**config.mk**
```make
export PLATFORM = sky130hd
export DESIGN_NAME = pir_motion_qualifier_top
export DESIGN_NICKNAME = d
export VERILOG_FILES = /design/src/pmq_pkg.sv /design/src/pmq_cfg_regs.sv /design/src/pmq_core.sv /design/src/pir_motion_qualifier_top.sv
export SDC_FILE = /design/constraint.sdc
export NUM_CORES = 2
export LEC_CHECK = 0
export BUFFER_PORTS_ARGS = -buffer_cell sky130_fd_sc_hd__buf_2
export CAP_MARGIN = 10
export CORE_MARGIN = 2
export CORE_UTILIZATION = 25
export DETAILED_ROUTE_END_ITERATION = 6
export HOLD_SLACK_MARGIN = 0.02
export SLEW_MARGIN = 20
export SYNTH_ARGS = -nofsm -noshare
export SYNTH_HDL_FRONTEND = slang
export SYNTH_SLANG_ARGS = --single-unit
```
**constraint.sdc**
```tcl
create_clock -name clk -period 19.8 [get_ports clk]
set_clock_uncertainty 0.05 [all_clocks]
set_input_delay 1.98 -clock clk [delete_from_list [all_inputs] [get_ports clk]]
set_output_delay 1.98 -clock clk [all_outputs]
set_load 0.1 [all_outputs]
```
**src/pmq_pkg.sv**
```systemverilog
// Shared types and constants for the PIR motion qualifier.
`timescale 1ns / 1ps
package pmq_pkg;

  localparam int TIME_W   = 32;
  localparam int CNT_W    = 16;
  localparam int REFR_W   = 16;
  localparam int MINH_W   = 8;
  localparam int IDX_W    = 2;
  localparam int CFG_DW   = 32;
  localparam int IN_DW    = 40;
  localparam int OUT_DW   = 72;

  localparam logic [REFR_W-1:0] REFRESH_RST = 16'd100;
  localparam logic [TIME_W-1:0] WINDOW_RST  = 32'd3000;
  localparam logic [MINH_W-1:0] MINH_RST    = 8'd3;
  localparam logic [CNT_W-1:0]  CNT_MAX     = 16'hFFFF;

  typedef enum logic [IDX_W-1:0] {
    REG_REFRESH = 2'd0,
    REG_WINDOW  = 2'd1,
    REG_MINHITS = 2'd2,
    REG_ENABLE  = 2'd3
  } reg_idx_t;

  typedef enum logic {
    REQ_SAMPLE = 1'b0,
    REQ_TAKE   = 1'b1
  } req_t;

  typedef struct packed {
    logic [REFR_W-1:0] refresh_ms;
    logic [TIME_W-1:0] window_ms;
    logic [MINH_W-1:0] min_hits;
    logic              sensor_enabled;
    logic              config_bad;
  } cfg_t;

  typedef struct packed {
    logic              config_bad;
    logic [TIME_W-1:0] detection_time;
    logic [CNT_W-1:0]  checks_at_event;
    logic [CNT_W-1:0]  hits_at_event;
    logic              flag_taken;
    logic              rejected;
    logic              detected;
    logic              sample_taken;
  } res_t;

  function automatic logic [CNT_W-1:0] sat_inc(input logic [CNT_W-1:0] v);
    return (v == CNT_MAX) ? v : v + CNT_W'(1);
  endfunction

endpackage

```
**src/pmq_cfg_regs.sv**
```systemverilog
// Configuration register file with the bad-configuration check.
`timescale 1ns / 1ps
module pmq_cfg_regs import pmq_pkg::*; (
  input  logic              clk,
  input  logic              rst,
  input  logic              cfg_valid,
  output logic              cfg_ready,
  input  logic [IDX_W-1:0]  cfg_index,
  input  logic [CFG_DW-1:0] cfg_data,
  output cfg_t              cfg
);

  logic [REFR_W-1:0] refresh_ms;
  logic [TIME_W-1:0] window_ms;
  logic [MINH_W-1:0] min_hits;
  logic              sensor_enabled;
  logic [TIME_W-1:0] min_span;

  assign cfg_ready = 1'b1;

  always_ff @(posedge clk) begin
    if (rst) begin
      refresh_ms     <= REFRESH_RST;
      window_ms      <= WINDOW_RST;
      min_hits       <= MINH_RST;
      sensor_enabled <= 1'b1;
    end else if (cfg_valid && cfg_ready) begin
      unique case (reg_idx_t'(cfg_index))
        REG_REFRESH: refresh_ms     <= cfg_data[REFR_W-1:0];
        REG_WINDOW:  window_ms      <= cfg_data[TIME_W-1:0];
        REG_MINHITS: min_hits       <= cfg_data[MINH_W-1:0];
        REG_ENABLE:  sensor_enabled <= cfg_data[0];
      endcase
    end
  end

  // 8x16 product, never wraps in 32 bits
  assign min_span = TIME_W'(min_hits) * TIME_W'(refresh_ms);

  always_comb begin
    cfg.refresh_ms     = refresh_ms;
    cfg.window_ms      = window_ms;
    cfg.min_hits       = min_hits;
    cfg.sensor_enabled = sensor_enabled;
    cfg.config_bad     = (min_span > window_ms);
  end

endmodule

```
**src/pmq_core.sv**
```systemverilog
// Qualifier state and the per-item update logic.
`timescale 1ns / 1ps
module pmq_core import pmq_pkg::*; (
  input  logic              clk,
  input  logic              rst,
  input  logic              step,
  input  cfg_t              cfg,
  input  logic              req_type,
  input  logic [TIME_W-1:0] now_ms,
  input  logic              pin_level,
  output res_t              res
);

  logic [TIME_W-1:0] last_sample_time, last_sample_time_next;
  logic [CNT_W-1:0]  check_count, check_count_next;
  logic [CNT_W-1:0]  hit_count, hit_count_next;
  logic              detection_flag, detection_flag_next;
  logic [TIME_W-1:0] last_det_time, last_det_time_next;

  logic [TIME_W-1:0] diff;
  logic              taken, hit;
  logic [CNT_W-1:0]  h1, c0, c1, c2, h2;
  logic [TIME_W-1:0] span;
  logic              over, judge, det, rej;

  always_comb begin
    diff  = now_ms - last_sample_time;
    taken = (req_t'(req_type) == REQ_SAMPLE) && (diff > TIME_W'(cfg.refresh_ms));
    hit   = cfg.sensor_enabled && pin_level;
    h1    = hit ? sat_inc(hit_count) : hit_count;
    // first hit of a run restarts the check count
    c0    = (hit && h1 == CNT_W'(1)) ? '0 : check_count;
    c1    = sat_inc(c0);
    span  = TIME_W'(cfg.refresh_ms) * TIME_W'(c1);
    over  = (span > cfg.window_ms);
    c2    = over ? CNT_W'(1) : c1;
    h2    = over ? '0 : h1;
    judge = (c2 >= CNT_W'(cfg.min_hits));
    det   = judge && (h2 >= CNT_W'(cfg.min_hits));
    rej   = judge && !det && (h2 != '0);

    last_sample_time_next = last_sample_time;
    check_count_next      = check_count;
    hit_count_next        = hit_count;
    detection_flag_next   = detection_flag;
    last_det_time_next    = last_det_time;

    if (req_t'(req_type) == REQ_TAKE) begin
      detection_flag_next = 1'b0;
    end else if (taken) begin
      last_sample_time_next = now_ms;
      check_count_next      = judge ? '0 : c2;
      hit_count_next        = judge ? '0 : h2;
      if (det) begin
        detection_flag_next = 1'b1;
        last_det_time_next  = now_ms;
      end
    end

    res.sample_taken    = taken;
    res.detected        = taken && det;
    res.rejected        = taken && rej;
    res.flag_taken      = (req_t'(req_type) == REQ_TAKE) && detection_flag;
    res.hits_at_event   = (taken && judge) ? h2 : '0;
    res.checks_at_event = (taken && judge) ? c2 : '0;
    res.detection_time  = last_det_time_next;
    res.config_bad      = cfg.config_bad;
  end

  always_ff @(posedge clk) begin
    if (rst) begin
      last_sample_time <= '0;
      check_count      <= '0;
      hit_count        <= '0;
      detection_flag   <= 1'b0;
      last_det_time    <= '0;
    end else if (step) begin
      last_sample_time <= last_sample_time_next;
      check_count      <= check_count_next;
      hit_count        <= hit_count_next;
      detection_flag   <= detection_flag_next;
      last_det_time    <= last_det_time_next;
    end
  end

endmodule

```
**src/pir_motion_qualifier_top.sv**
```systemverilog
// Top level: input register, qualifier core, result register.
`timescale 1ns / 1ps
// Path: an accepted item goes from the input register through the result register
//   to m_tvalid; it waits in the input register while the result stage is stalled.
// Throughput: 1 item per cycle while m_tready is high; the state update and result
//   compute are combinational between the two registers, so items run back to back.
// Reset (rst, sync, active high): both stages empty, counters, flag and times
//   cleared, registers back to refresh 100, window 3000, min hits 3, enabled.
module pir_motion_qualifier_top import pmq_pkg::*; (
  input  logic              clk,
  input  logic              rst,
  // input stream
  input  logic              s_tvalid,
  output logic              s_tready,
  input  logic [IN_DW-1:0]  s_tdata,   // [31:0] now_ms, [32] pin_level, [39:33] zero
  input  logic              s_tuser,   // [0] req_type
  // result stream
  output logic              m_tvalid,
  input  logic              m_tready,
  output logic [OUT_DW-1:0] m_tdata,   // [0] sample_taken, [1] detected,
                                       // [2] rejected, [3] flag_taken,
                                       // [19:4] hits_at_event,
                                       // [35:20] checks_at_event,
                                       // [67:36] detection_time,
                                       // [68] config_bad, [71:69] zero
  // register writes
  input  logic              cfg_valid,
  output logic              cfg_ready,
  input  logic [IDX_W-1:0]  cfg_index,
  input  logic [CFG_DW-1:0] cfg_data
);

  cfg_t              cfg;
  res_t              res;
  res_t              out_res;

  // input stage
  logic              in_valid;
  logic              in_req;
  logic [TIME_W-1:0] in_now;
  logic              in_pin;
  logic              advance;

  // item moves from the input register into the result register
  assign advance  = in_valid && (!m_tvalid || m_tready);
  assign s_tready = !in_valid || advance;

  always_ff @(posedge clk) begin
    if (rst) begin
      in_valid <= 1'b0;
    end else if (s_tready) begin
      in_valid <= s_tvalid;
    end
  end

  always_ff @(posedge clk) begin
    if (s_tvalid && s_tready) begin
      in_req <= s_tuser;
      in_now <= s_tdata[TIME_W-1:0];
      in_pin <= s_tdata[TIME_W];
    end
  end

  pmq_cfg_regs u_cfg (
    .clk       (clk),
    .rst       (rst),
    .cfg_valid (cfg_valid),
    .cfg_ready (cfg_ready),
    .cfg_index (cfg_index),
    .cfg_data  (cfg_data),
    .cfg       (cfg)
  );

  // state commits only when the item leaves the input register
  pmq_core u_core (
    .clk       (clk),
    .rst       (rst),
    .step      (advance),
    .cfg       (cfg),
    .req_type  (in_req),
    .now_ms    (in_now),
    .pin_level (in_pin),
    .res       (res)
  );

  // result stage
  always_ff @(posedge clk) begin
    if (rst) begin
      m_tvalid <= 1'b0;
    end else if (advance) begin
      m_tvalid <= 1'b1;
    end else if (m_tready) begin
      m_tvalid <= 1'b0;
    end
  end

  always_ff @(posedge clk) begin
    if (advance) begin
      out_res <= res;
    end
  end

  assign m_tdata = {3'b000, out_res};

  // an empty result stage never blocks the input side
  a_ready_when_empty: assert property (@(posedge clk) disable iff (rst)
    !m_tvalid |-> s_tready)
    else $error("input stalled with empty result stage");

  // a detection is always a taken sample and never a rejection
  a_det_consistent: assert property (@(posedge clk) disable iff (rst)
    (m_tvalid && out_res.detected) |-> (out_res.sample_taken && !out_res.rejected))
    else $error("detection without taken sample");

  // a take item carries no sample result
  a_take_exclusive: assert property (@(posedge clk) disable iff (rst)
    (m_tvalid && out_res.flag_taken) |-> (!out_res.sample_taken && !out_res.detected))
    else $error("flag taken on a sample item");

  // a rejection always carries nonzero hit and check counts
  a_event_counts: assert property (@(posedge clk) disable iff (rst)
    (m_tvalid && out_res.rejected) |-> (out_res.hits_at_event != '0 &&
      out_res.checks_at_event != '0))
    else $error("rejection with empty counts");

endmodule
```
# Yosys cells after proc, flatten, opt, wreduce, memory -nomap -nowiden
# Index checks and enable logic that the tools add are counted.
# op_classes
addsub	3
mul	2
div_mod_pow	0
order_cmp	5
n_eq_ne	6
shift	0
n_mux	16
n_bitwise	1
n_reduce_logical	28
# op_table
cell	count
two-way mux 16 bit	8
two-way mux 32 bit	3
adder 16 x 1 -> 16 bit, second input constant	2
== test 16 bit, second input constant	2
greater-or-equal comparator 16 x 8 -> 1 bit	2
> comparator 24 x 32 -> 1 bit	1
> comparator 32 x 16 -> 1 bit	1
> comparator 32 bit	1
multiplier 16 x 16 -> 32 bit	1
subtractor 32 bit	1
multiplier 8 x 16 -> 24 bit	1
== test 16 x 1 -> 1 bit, second input constant	1
nonzero test 16 bit	1
logical AND 1 bit	12
AND reduction 2 bit	4
AND reduction 3 bit	2
nonzero test 2 bit	3
two-way mux 1 bit	5
== test 2 bit, second input constant	2
zero test 1 bit	3
== test 2 x 1 -> 1 bit, second input constant	1
zero test 2 bit	1
logical OR 1 bit	2
inverter 1 bit	1
# totals
regBits	259
latch_bits	0
ram_bits	0
romBits	0
out_inout_bits	75
elab_cells	83
mem_count	0

# Longest topological paths before layout
# depth
word_depth	17
depth_mapped	68
ltp_nobuf	63

# Modules after synthesis
# From an unflattened synthesis, not the netlist that was laid out.
# unflattened
hier_cells	3086
hier_area_um2	27391.3
# by_module_without_submodules
mod	instances	cells_per_inst	area_per_inst_um2	seq_area_each_um2
pmq_core	1	2153	17466.8	1941.9
pmq_cfg_regs	1	816	6701.4	1141.1
pir_motion_qualifier_top	1	117	3223.1	3133.0

# Worst setup path after synthesis
# No wires, ideal clock.
# synth_path
kind	flip-flop to flip-flop
startpoint	reg u_core.hit_count[1]
endpoint	reg out_res, in the netlist m_tdata[44] (data pin)
setup_time_ns	0.260
arrival_time_ns	13.963
required_time_ns	19.490
path_slack_ns	5.526
stages_incl_launch_ff	59
n_path_buf	5
period_less_slack_ns	14.274
path_cell_list	dfxtp_1 ha_1 inv_1 or4_4 mux2i_2 o211ai_2 nor4_4 nand4_4 and2_1 ha_1 nand2_1 nor3_2 nand2b_1 nor2b_1 nand3_1 xor2_1 clkbuf_1 nor3_1 [23 not listed] or4_1 and2_1 clkbuf_1 clkbuf_1 nor2_1 ha_1 a21o_1 a21oi_1 nor2b_1 o21ai_0 nand2b_1 a211oi_1 o21bai_1 or2_2 and3_4 buf_6 buf_12 mux2_4
# synth_rtl
element	line_no	text
start, declared	pmq_core.sv:16	logic [CNT_W-1:0] hit_count, hit_count_next;
start signal, assigned	pmq_core.sv:80	hit_count <= hit_count_next;
end signal, assigned	pir_motion_qualifier_top.sv:99	out_res <= res;
end, declared	pir_motion_qualifier_top.sv:35	res_t out_res;

# Final worst setup path
# layout_path
startpoint	reg u_cfg.sensor_enabled
endpoint	reg u_core.last_det_time[7]
# layout_between
elab_chain_len	15
elab_cells_between_ends	18
classes_between	add/sub (1); mul (1); order compare (3); eq/ne (2); mux (8); reduce/logical (3)
# layout_rtl
element	line_no	text
start, declared	pmq_cfg_regs.sv:16	logic sensor_enabled;
start signal, assigned	pmq_cfg_regs.sv:32	REG_ENABLE: sensor_enabled <= cfg_data[0];
logical AND 1 bit *	pmq_core.sv:29	hit = cfg.sensor_enabled && pin_level;
two-way mux 16 bit	pmq_core.sv:30	h1 = hit ? sat_inc(hit_count) : hit_count;
== test 16 x 1 -> 1 bit	pmq_core.sv:32	c0 = (hit && h1 == CNT_W'(1)) ? '0 : check_count;
logical AND 1 bit	pmq_core.sv:32	
two-way mux 16 bit	pmq_core.sv:32	
adder 16 x 1 -> 16 bit or == test 16 bit (tied branches)	pmq_pkg.sv:51	return (v == CNT_MAX) ? v : v + CNT_W'(1);
two-way mux 16 bit	pmq_pkg.sv:51	
multiplier 16 x 16 -> 32 bit	pmq_core.sv:34	span = TIME_W'(cfg.refresh_ms) * TIME_W'(c1);
> comparator 32 bit	pmq_core.sv:35	over = (span > cfg.window_ms);
two-way mux 16 bit *	pmq_core.sv:37	h2 = over ? '0 : h1;
named net u_core.h2[2]	pmq_core.sv:22	logic [CNT_W-1:0] h1, c0, c1, c2, h2;
greater-or-equal comparator 16 x 8 -> 1 bit *	pmq_core.sv:39	det = judge && (h2 >= CNT_W'(cfg.min_hits));
logical AND 1 bit *	pmq_core.sv:39	
two-way mux 32 bit *	pmq_core.sv:54	if (det) begin
two-way mux 32 bit *	pmq_core.sv:50	end else if (taken) begin
two-way mux 32 bit *	pmq_core.sv:48	if (req_t'(req_type) == REQ_TAKE) begin
end signal, assigned	pmq_core.sv:82	last_det_time <= last_det_time_next;
end, declared	pmq_core.sv:18	logic [TIME_W-1:0] last_det_time, last_det_time_next;
# Mark *: on every way through the listed nets, which the timed path passes. The rest lies on a longest branch.
# A chain may end at the register's enable or synchronous reset.

==> results.py <==
metrics = {
    "sta": {
        "worst_pin_slew_ns": 1.05,
        "post-route-period-util_pct": 85.9,
        "slew_violations": 0,
        "fin_ws_ns": 2.79,
        "rsz0062_at_grt": "no",
        "finalSetupTns_ns": 0,
        "setup_viol": 0,
        "period_minus_slack_ns": 17.01,
        "hold_violations": 0,
        "clock.fmax_ghz": 0.0588,
        "slew_headroom_pct": 29.5,
    },
    "power_and_ir_drop": {
        "p_leak_nw": 13.4,
        "totalPowerFinal_mw": 1.48,
        "ir_drop_uv": 68.0,
        "p_per_area_nw_per_um2": 49.2,
    },
    "cts": {
        "ctsRootBufferMaster": "clkbuf_16",
        "cts_tree": "built",
        "htreeDepth": 1,
        "cts_buffers": 31,
        "postCtsResizedCells": 0,
        "post_cts_buffers": 0,
        "ctsHoldBuffers": 0,
        "clk_pin_slew_ns": 0.06,
        "clockBufferDepth": 3,
        "clk_latency_ns": 0.63,
        "cts_sinks": 259,
    },
    "layout": {
        "finalNetCount": 3665,
        "final_area_um2": 30000,
        "synthToLayoutAreaGrowth_pct": 12.1,
        "layout-drive-gt1-share_pct": 10.5,
        "fill_cells": 11239,
    },
    "place": {
        "post_dp_cell_area_um2": 29000,
        "pre_cts_slack_ns": 2.99,
        "dp_hpwl_um": 56800,
        "portBuffers": 143,
        "finalWeightedCongestion": 0.852,
    },
    "routing": {
        "via_per_inst": 4.66,
        "drc": 2,
        "firstDrtPassIters": 7,
        "drt_iter0_markers": 1305,
        "postRouteAntennaNets": 0,
        "wire_per_inst_um": 16.7,
        "vias": 20793,
        "wl_um": 74500,
    },
    "grt": {
        "gr-total-overflow": 0,
        "antenna_found_initial": 1,
        "grt_use_met1_pct": 16.5,
        "grt_max_degree": 104,
        "grt_pass1_wl_um": 117000,
        "grt_util_met3_pct": 2.29,
        "met2_usage_pct": 23.5,
        "top_usage_layer": "met2",
        "grt_pass1_vias": 20655,
        "grt.total_usage_pct": 13.5,
    },
    "floorplanning": {
        "fp-row-count": 120,
        "ios": 155,
        "coreArea_um2": 107000,
        "chipWidth_um": 331,
        "dieHeight_um": 331,
        "initial_utilization_pct": 25.1,
        "dieArea_um2": 110000,
    },
    "critical_path": {
        "required_ns": 20.29,
        "crit_slowest_cell": "nor2_1",
        "critPathMaxStageDelay_ns": 0.80,
        "setup.worst_path.end_class": "flop",
        "worstSetupPathType": "reg -> reg",
        "cp-start-kind": "flop",
        "path_buf_inv": 4,
        "path_max_fanout": 26,
        "critPathTopFamily": "simple AND/OR/NAND/NOR gates",
        "crit_arrival_ns": 17.50,
        "cp_common_cell": "fa_1",
    },
    "synthesis": {
        "syn_area_um2": 26800,
        "synth_flop_cell": "dfxtp_1",
        "synthesis.area_per_instance_um2": 9.07,
        "synth_edf_count": 103,
        "ys_seq_area_share_pct": 23.2,
        "synth_cell_types": 92,
        "netlist_instances": 2955,
        "synthArstFlopShare_pct": 0,
        "ys_ff_latch": 259,
        "synth_warnings": 0,
    },
    "outcome": {
        "violations": "DRC",
        "status": "finished with violations",
    },
    "job": {
        "cap_violations": 0,
    },
    "min_path": {
        "hp-class": "reg -> reg",
    },
}
## worst paths after layout
check             slack, ns  cells after the start                  from                 endpoint
setup reg to reg       2.79                     53  u_cfg.sensor_enabled  u_core.last_det_time[7]
hold / removal         0.41                      2   u_cfg.window_ms[22]      u_cfg.window_ms[22]
hold reg to reg        0.41                      2   u_cfg.window_ms[22]      u_cfg.window_ms[22]
setup / recovery       2.79                     53  u_cfg.sensor_enabled  u_core.last_det_time[7]
## flip-flops by register name (all words and copies together) (netlist names)
signal                   count
u_core.check_count          16
u_cfg.sensor_enabled         1
u_cfg.refresh_ms            16
in_valid                     1
m_tdata                     69
u_cfg.min_hits               8
in_pin                       1
u_core.detection_flag        1
u_core.last_sample_time     32
u_core.last_det_time        32
in_now                      32
u_cfg.window_ms             32
m_tvalid                     1
u_core.hit_count            16
in_req                       1
## layout make-up
class                           count  area, um^2  share of cell area (%)
Multi-Input combinational cell   2141       18400                    61.3
Clock inverter                     20         214                   0.712
Clock buffer                       38         832                    2.77
Tap cell                         1403        1760                    5.84
Sequential cell                   259        6220                    20.7
Inverter                          420        1580                    5.25
Antenna cell                        1        2.50                 0.00833
Timing Repair Buffer              184        1030                    3.43
## cells by family (layout without fill, tap and decap cells)
family	count (synthesis)	in the layout	synth area share [%]
and+or+nand+nor	1010	1010	18.1
other	2	5	0.0280
DFF	259	259	23.2
adders and majority gates	548	548	33.4
buffers and inverters	557	662	8.30
AOI/OAI and AO/OA	390	390	9.66
xor gates and xnor gates	79	79	2.58
muxes	110	110	4.70
## where the power goes
group | total (mW) | switching (mW) | leakage (nW) | internal (mW)
Combinational | 0.297 | 0.201 | 10.6 | 0.0963
Clock | 0.593 | 0.252 | 0.512 | 0.341
Sequential | 0.587 | 0.0150 | 2.25 | 0.572
Total | 1.48 | 0.468 | 13.4 | 1.01
## tightest hold or removal path: stages, from the launching register on
cell     delay, ns
dfxtp_1       0.31
nand2_1       0.05
a21oi_1       0.05
## per-stage QoR
| stage | hold WS (ns) | utilization [%] | cells |
|---|---|---|---|
| 3_5_place_dp | 0.397 | 27.1 | 4406 |
| 2_1_floorplan | 0.386 | - | 2957 |
| 6_report | 0.407 | 28.1 | 4466 |
| 5_1_grt | 0.421 | 28.1 | 4466 |
| 4_1_cts | 0.405 | 28.1 | 4464 |
| 3_3_place_gp | 0.395 | 27.1 | 4406 |
## routing by layer
| metal | vias up | part of all wire, % |
|---|---|---|
| li1 | 9948 | - |
| met5 | - | 0 |
| met1 | 10225 | 42 |
| met2 | 504 | 49 |
| met4 | 0 | 3.6 |
| met3 | 116 | 5.4 |
## cells in the mapped netlist (all sizes together) (7+ instances only)
| cell | instances | area (um^2) |
|---|---|---|
| nand2b | 86 | 538 |
| ha | 269 | 3370 |
| a21oi | 141 | 709 |
| a22o | 16 | 140 |
| o21ai | 44 | 224 |
| nand2 | 371 | 1390 |
| nor3 | 131 | 661 |
| nand3 | 35 | 175 |
| a21o | 39 | 294 |
| xor2 | 24 | 210 |
| nand4 | 31 | 228 |
| a211oi | 12 | 90.1 |
| nor2b | 23 | 144 |
| o211ai | 15 | 118 |
| o21bai | 10 | 75.1 |
| buf | 30 | 244 |
| or2 | 11 | 68.8 |
| inv | 416 | 1560 |
| o21a | 19 | 143 |
| a2111oi | 8 | 76.3 |
| nor4 | 11 | 96.3 |
| and2 | 63 | 394 |
| fa | 279 | 5590 |
| mux2i | 72 | 724 |
| clkbuf | 107 | 404 |
| xnor2 | 55 | 482 |
| a31oi | 15 | 93.8 |
| nor2 | 184 | 693 |
| edfxtp | 103 | 3090 |
| dfxtp | 156 | 3120 |
| mux2 | 38 | 537 |
| a211o | 13 | 114 |
| and3 | 31 | 199 |
| or3 | 7 | 43.8 |
## placed cells by master, fill, tap and decap left out, types with 27 or more instances in the layout
cell / Yosys / final
mux2i_1: 71 / 71
fa_1: 279 / 279
dfxtp_1: 156 / 156
nand2_1: 371 / 371
nand2b_1: 86 / 86
nor3_1: 130 / 130
a21oi_1: 140 / 140
buf_2: 12 / 142
buf_4: 8 / 41
mux2_4: 29 / 29
a21o_1: 38 / 38
o21ai_0: 41 / 41
clkbuf_16: 0 / 31
nor2_1: 183 / 183
xnor2_1: 55 / 54
nand3_1: 35 / 35
ha_1: 269 / 269
and3_1: 30 / 30
nand4_1: 27 / 27
and2_1: 63 / 62
edfxtp_1: 103 / 103
inv_1: 413 / 412
(Power assumes the default switching activity.)
